===== config.mk =====
export PLATFORM = sky130hd
export DESIGN_NAME = dmtc_front
export DESIGN_NICKNAME = d
export VERILOG_FILES = /design/src/hw/rtl/dmtc_pkg.sv /design/src/hw/rtl/dmtc_front.sv
export SDC_FILE = /design/constraint.sdc
export NUM_CORES = 1
export LEC_CHECK = 0
export CAP_MARGIN = 20
export CORE_AREA = 2 2 93 162
export CTS_BUF_LIST = sky130_fd_sc_hd__clkbuf_2
export DETAILED_ROUTE_END_ITERATION = 16
export DIE_AREA = 0 0 95 164
export DONT_BUFFER_PORTS = 1
export PLACE_DENSITY = 0.53
export REMOVE_ABC_BUFFERS = 1
export SLEW_MARGIN = 5
export SYNTH_ARGS = -nofsm -noshare
export SYNTH_HDL_FRONTEND = slang
export SYNTH_SLANG_ARGS = --single-unit
export TNS_END_PERCENT = 5

===== constraint.sdc =====
create_clock -name clk -period 5.1 [get_ports clk]
set_input_delay 1.02 -clock clk [delete_from_list [all_inputs] [get_ports clk]]
set_output_delay 1.02 -clock clk [all_outputs]
set_load 0.02 [all_outputs]

===== src/hw/rtl/dmtc_pkg.sv =====
// Package for the direct-mapped tile cache: word types, slot layout,
// result kinds, register indexes and the sequencer state type. No dependencies.
package dmtc_pkg;

	localparam int INDEX_BITS  = 6;
	localparam int FINITE_EDGE = 15;
	localparam int COORD_W     = 32;
	localparam int TAG_W       = COORD_W - INDEX_BITS;
	localparam int ADDR_W      = 2 * INDEX_BITS;
	localparam int SLOTS       = 1 << ADDR_W;

	// result kinds
	localparam logic [2:0] KIND_EMPTY = 3'd0;
	localparam logic [2:0] KIND_HIT   = 3'd1;
	localparam logic [2:0] KIND_LOAD  = 3'd2;
	localparam logic [2:0] KIND_GEN   = 3'd3;
	localparam logic [2:0] KIND_SAVE  = 3'd4;
	localparam logic [2:0] KIND_DECO  = 3'd5;

	// configuration register indexes
	localparam logic [1:0] CFG_FINITE  = 2'd0;
	localparam logic [1:0] CFG_STORAGE = 2'd1;
	localparam logic [1:0] CFG_GEN     = 2'd2;

	typedef struct packed {
		logic signed [COORD_W-1:0] tile_x;
		logic signed [COORD_W-1:0] tile_z;
		logic                      storage_hit;
		logic                      stored_decorated;
	} req_t;

	typedef struct packed {
		logic [2:0]                kind;
		logic signed [COORD_W-1:0] out_x;
		logic signed [COORD_W-1:0] out_z;
		logic                      last;
	} rsp_t;

	typedef struct packed {
		logic finite_world;
		logic storage_present;
		logic generator_present;
	} cfg_t;

	// queue entry: request plus its classification
	typedef struct packed {
		req_t req;
		logic insq;
	} qent_t;

	typedef struct packed {
		logic             valid;
		logic             dec;
		logic [TAG_W-1:0] tx;
		logic [TAG_W-1:0] tz;
	} slot_t;

	typedef enum logic [2:0] {
		S_CLR, S_IDLE, S_SELF, S_SAVE, S_NB, S_DEC, S_MAIN, S_DW
	} state_t;

	// tile lies inside the finite square (or the world is unbounded)
	function automatic logic in_sq(input logic finite, input logic [COORD_W-1:0] x,
			input logic [COORD_W-1:0] z);
		logic [COORD_W-1:0] edge_c;
		edge_c = COORD_W'(FINITE_EDGE);
		return !finite || (x <= edge_c && z <= edge_c);
	endfunction

endpackage


===== src/hw/rtl/dmtc_front.sv =====
// Front end of the tile cache: accepts request words, classifies them
// against the finite square and queues them. Depends on dmtc_pkg.
module dmtc_front (
	input  logic                  clk,
	input  logic                  arst_n,
	input  dmtc_pkg::cfg_t        cfg,
	input  logic                  clearing,
	input  logic                  req_valid,
	output logic                  req_ready,
	input  dmtc_pkg::req_t        req,
	output logic                  q_valid,
	output dmtc_pkg::qent_t       q_data,
	input  logic                  q_pop
);

	dmtc_pkg::qent_t ent_q [2];
	logic            wr_ptr_q, rd_ptr_q;
	logic [1:0]      cnt_q;
	logic            push;

	assign req_ready = (cnt_q != 2'd2) && !clearing;
	assign push      = req_valid && req_ready;
	assign q_valid   = (cnt_q != 2'd0);
	assign q_data    = ent_q[rd_ptr_q];

	// queue storage, no reset needed
	always_ff @(posedge clk) begin
		if (push) begin
			ent_q[wr_ptr_q].req  <= req;
			ent_q[wr_ptr_q].insq <= dmtc_pkg::in_sq(cfg.finite_world, req.tile_x, req.tile_z);
		end
	end

	// pointers and fill
	always_ff @(posedge clk or negedge arst_n) begin
		if (!arst_n) begin
			wr_ptr_q <= 1'b0;
			rd_ptr_q <= 1'b0;
			cnt_q    <= 2'd0;
		end else begin
			if (push)
				wr_ptr_q <= !wr_ptr_q;
			if (q_pop)
				rd_ptr_q <= !rd_ptr_q;
			cnt_q <= cnt_q + 2'(push) - 2'(q_pop);
		end
	end

endmodule


==> results.ini <==
[yosys]
ys_ff_latch=138
syn_area_sq_mm=0.005171
yosysUniqueCellTypes=18
ys_seq_area_share_pct=79.75
synthCells=247
avgSynthCellArea_sq_um=20.94
ys_warn_count=0

[drt]
viasPerCell=4.987
antenna_left=0
firstDrtPassIters=4
drt_iter0_drc=121
drc=0
totalWireLength_um=9767
num_vias=2269
drt-wirelength-per-cell_um=21.47

[floorplanning]
die_w_um=95
row_count=58
start_util_pct=36.17
die_h_um=164
io_pins=143
fp.dieArea_sq_mm=0.01558
coreArea_sq_mm=0.01430

[cells_and_area]
final_common_cell=edfxtp_1
n_fill_cell=1303
drive_gt1_share_pct=37.59
area_growth_pct=9.049
finish.net_count=337
final_cell_area_sq_mm=0.005639
regArea_sq_mm=0.004128
layout_common_cells=edfxtp_1 (134), mux2_2 (67), clkbuf_2 (17)
multi_input_area_sq_um=985.9

[power_and_ir_drop]
p_per_area_mw_per_mm2=519.6
pwr-share-clk_pct=23.0
p_leak_nw=1.766
swShare_pct=33.58
power_w=0.002930
seqPwrFrac_pct=53.1
intPower_w=0.001946
comb_power_share_pct=23.9
ir_worst_vdd_v=0.0005019
p_sw_w=0.0009840

[sta]
fin_tns_setup_ns=0
layout_worst_path_cycle_share_pct=64.00
hold_viol_final=0
fin_ws_ns=1.836
finalCriticalPeriod_ns=3.264
maxSlewHeadroom_pct=36.52
rsz0062_at_grt=false
worst_pin_slew_ns=0.9521
slew_violations=0
setup_viol=0
clock-skew-final_ns=0.02648
fmax_ghz=0.3064

[clock_tree]
clock-sinks=138
clk_latency_ns=0.65
cts_resized=0
post_cts.repair.setup_buffers=0
clk_pin_slew_worst_paths_ns=0.19
htreeDepth=4
root_buffer=clkbuf_2
clock_path_buffers=2
cts_tree=done
numCtsBuffers=17

[worst_setup_path]
cp_max_fo=68
slowest_delay_ns=1.08
critical_path_buf_inv_count=0
critical_path_class=reg2out
critPathTopFamily=flip-flops
crit_chain=mux2_2
start_kind=flop
arrival_ns=2.24
crit_required_ns=4.08
slowest_stage=dfrtp_4
crit_path_end_kind=output pin

[placed_design]
postPlaceCellArea_sq_mm=0.005369
io_buffers=0
detailed_place_hpwl_um=6499
routabilityCongestion=0.6935
dp_worst_setup_slack_ns=2.310

[run]
maxCapViolations=0

[global_routing]
grt-ovfl-total=0
grt_pass1_wl_um=14250
grt_usage_pct=13.10
grt_max_degree=69
antenna_found_initial=1
grt_pass1_vias=2462

[min_path]
hold_path.class=in2reg

[outcome]
run_status=finished, final reports clean

power by group through the flow:
stage,clock network [W],logic [W],registers (W)
2_1_floorplan,0,0.000627,0.00154
3_3_place_gp,0,0.000716,0.00158
3_5_place_dp,0,0.000718,0.00159
4_1_cts,0.000710,0.000721,0.00157
5_1_grt,0.000750,0.000740,0.00159
6_report,0.000674,0.000700,0.00156
cells by family after synthesis:
family | after synthesis | synth area share, %
AO/OA/AOI/OAI | 3 | 0.5565
adder cells (fa/ha/maj) | 2 | 0.4838
buffers and inverters | 12 | 1.427
multiplexers | 67 | 14.59
AND/OR/NAND/NOR | 21 | 2.516
XOR/XNOR | 4 | 0.6776
flip-flops | 138 | 79.75
state kept, by name, summed over array words and instances (netlist names):
signal / cells
ent_q: 134
wr_ptr_q: 1
rd_ptr_q: 1
cnt_q: 2
repair_timing:
item,4_1_cts,5_1_grt
hold buffers,1,0
hold endpoints to repair,4,0
setup endpoints to repair,0,0
layer usage:
| metal | part of all wire (%) | up-vias | GRT usage [%] |
|---|---|---|---|
| met2 | 60 | 80 | 24.47 |
| met5 | 0 | - | 0 |
| met1 | 32 | 1160 | 11.62 |
| met3 | 6.8 | 5 | 5.046 |
| met4 | 1.0 | 0 | 7.115 |
| li1 | - | 1024 | - |
synth_stat cells:
master      n  area share (%)
nand2_1     2            0.15
nor2_1      1           0.073
inv_1       4            0.29
a21oi_1     1           0.097
and3_1      1            0.12
nand4_1     3            0.36
mux2_2     67              15
o211ai_1    1            0.15
xnor2_1     3            0.51
nor4_2      1            0.24
ha_1        2            0.48
edfxtp_1  134              78
dfrtp_1     4             1.9
xor2_1      1            0.17
nor4_1     13             1.6
buf_2       5            0.48
o41ai_2     1            0.31
buf_6       3            0.65
area by class of cell:
class | instances | share of cell area, %
clock inverters | 15 | 3.062
diodes | 1 | 0.04438
multi-input cells | 97 | 17.48
well taps | 180 | 3.994
inverters | 4 | 0.2663
flip-flops and latches | 138 | 73.20
repair buffers | 3 | 0.4438
clock buffers | 17 | 1.509
through the flow:
stage	utilization, %	cells	hold slack (ns)
floorplan	-	239	0.4604
global placement	37.55	421	0.5086
detailed placement	37.55	421	0.5178
CTS	39.43	454	0.3130
global route	39.45	455	0.2916
finish	39.45	455	0.4403
path summary, 6_finish.rpt:
kind                                       from                endpoint  slack [ns]  cells past startpoint
max reg2reg                  cnt_q[0]$_DFF_PN0_  ent_q[1][39]$_DFFE_PP_        2.87                      3
min reg2reg                  cnt_q[1]$_DFF_PN0_      cnt_q[1]$_DFF_PN0_        0.53                      1
min                                       q_pop    rd_ptr_q$_DFFE_PN0P_        0.44                      1
max in group asynchronous                arst_n    rd_ptr_q$_DFFE_PN0P_        4.29                      1
min in group asynchronous                arst_n    rd_ptr_q$_DFFE_PN0P_        0.62                      1
max                        rd_ptr_q$_DFFE_PN0P_              q_data[62]        1.84                      1
No activity file was read; power rests on OpenSTA's default activity.
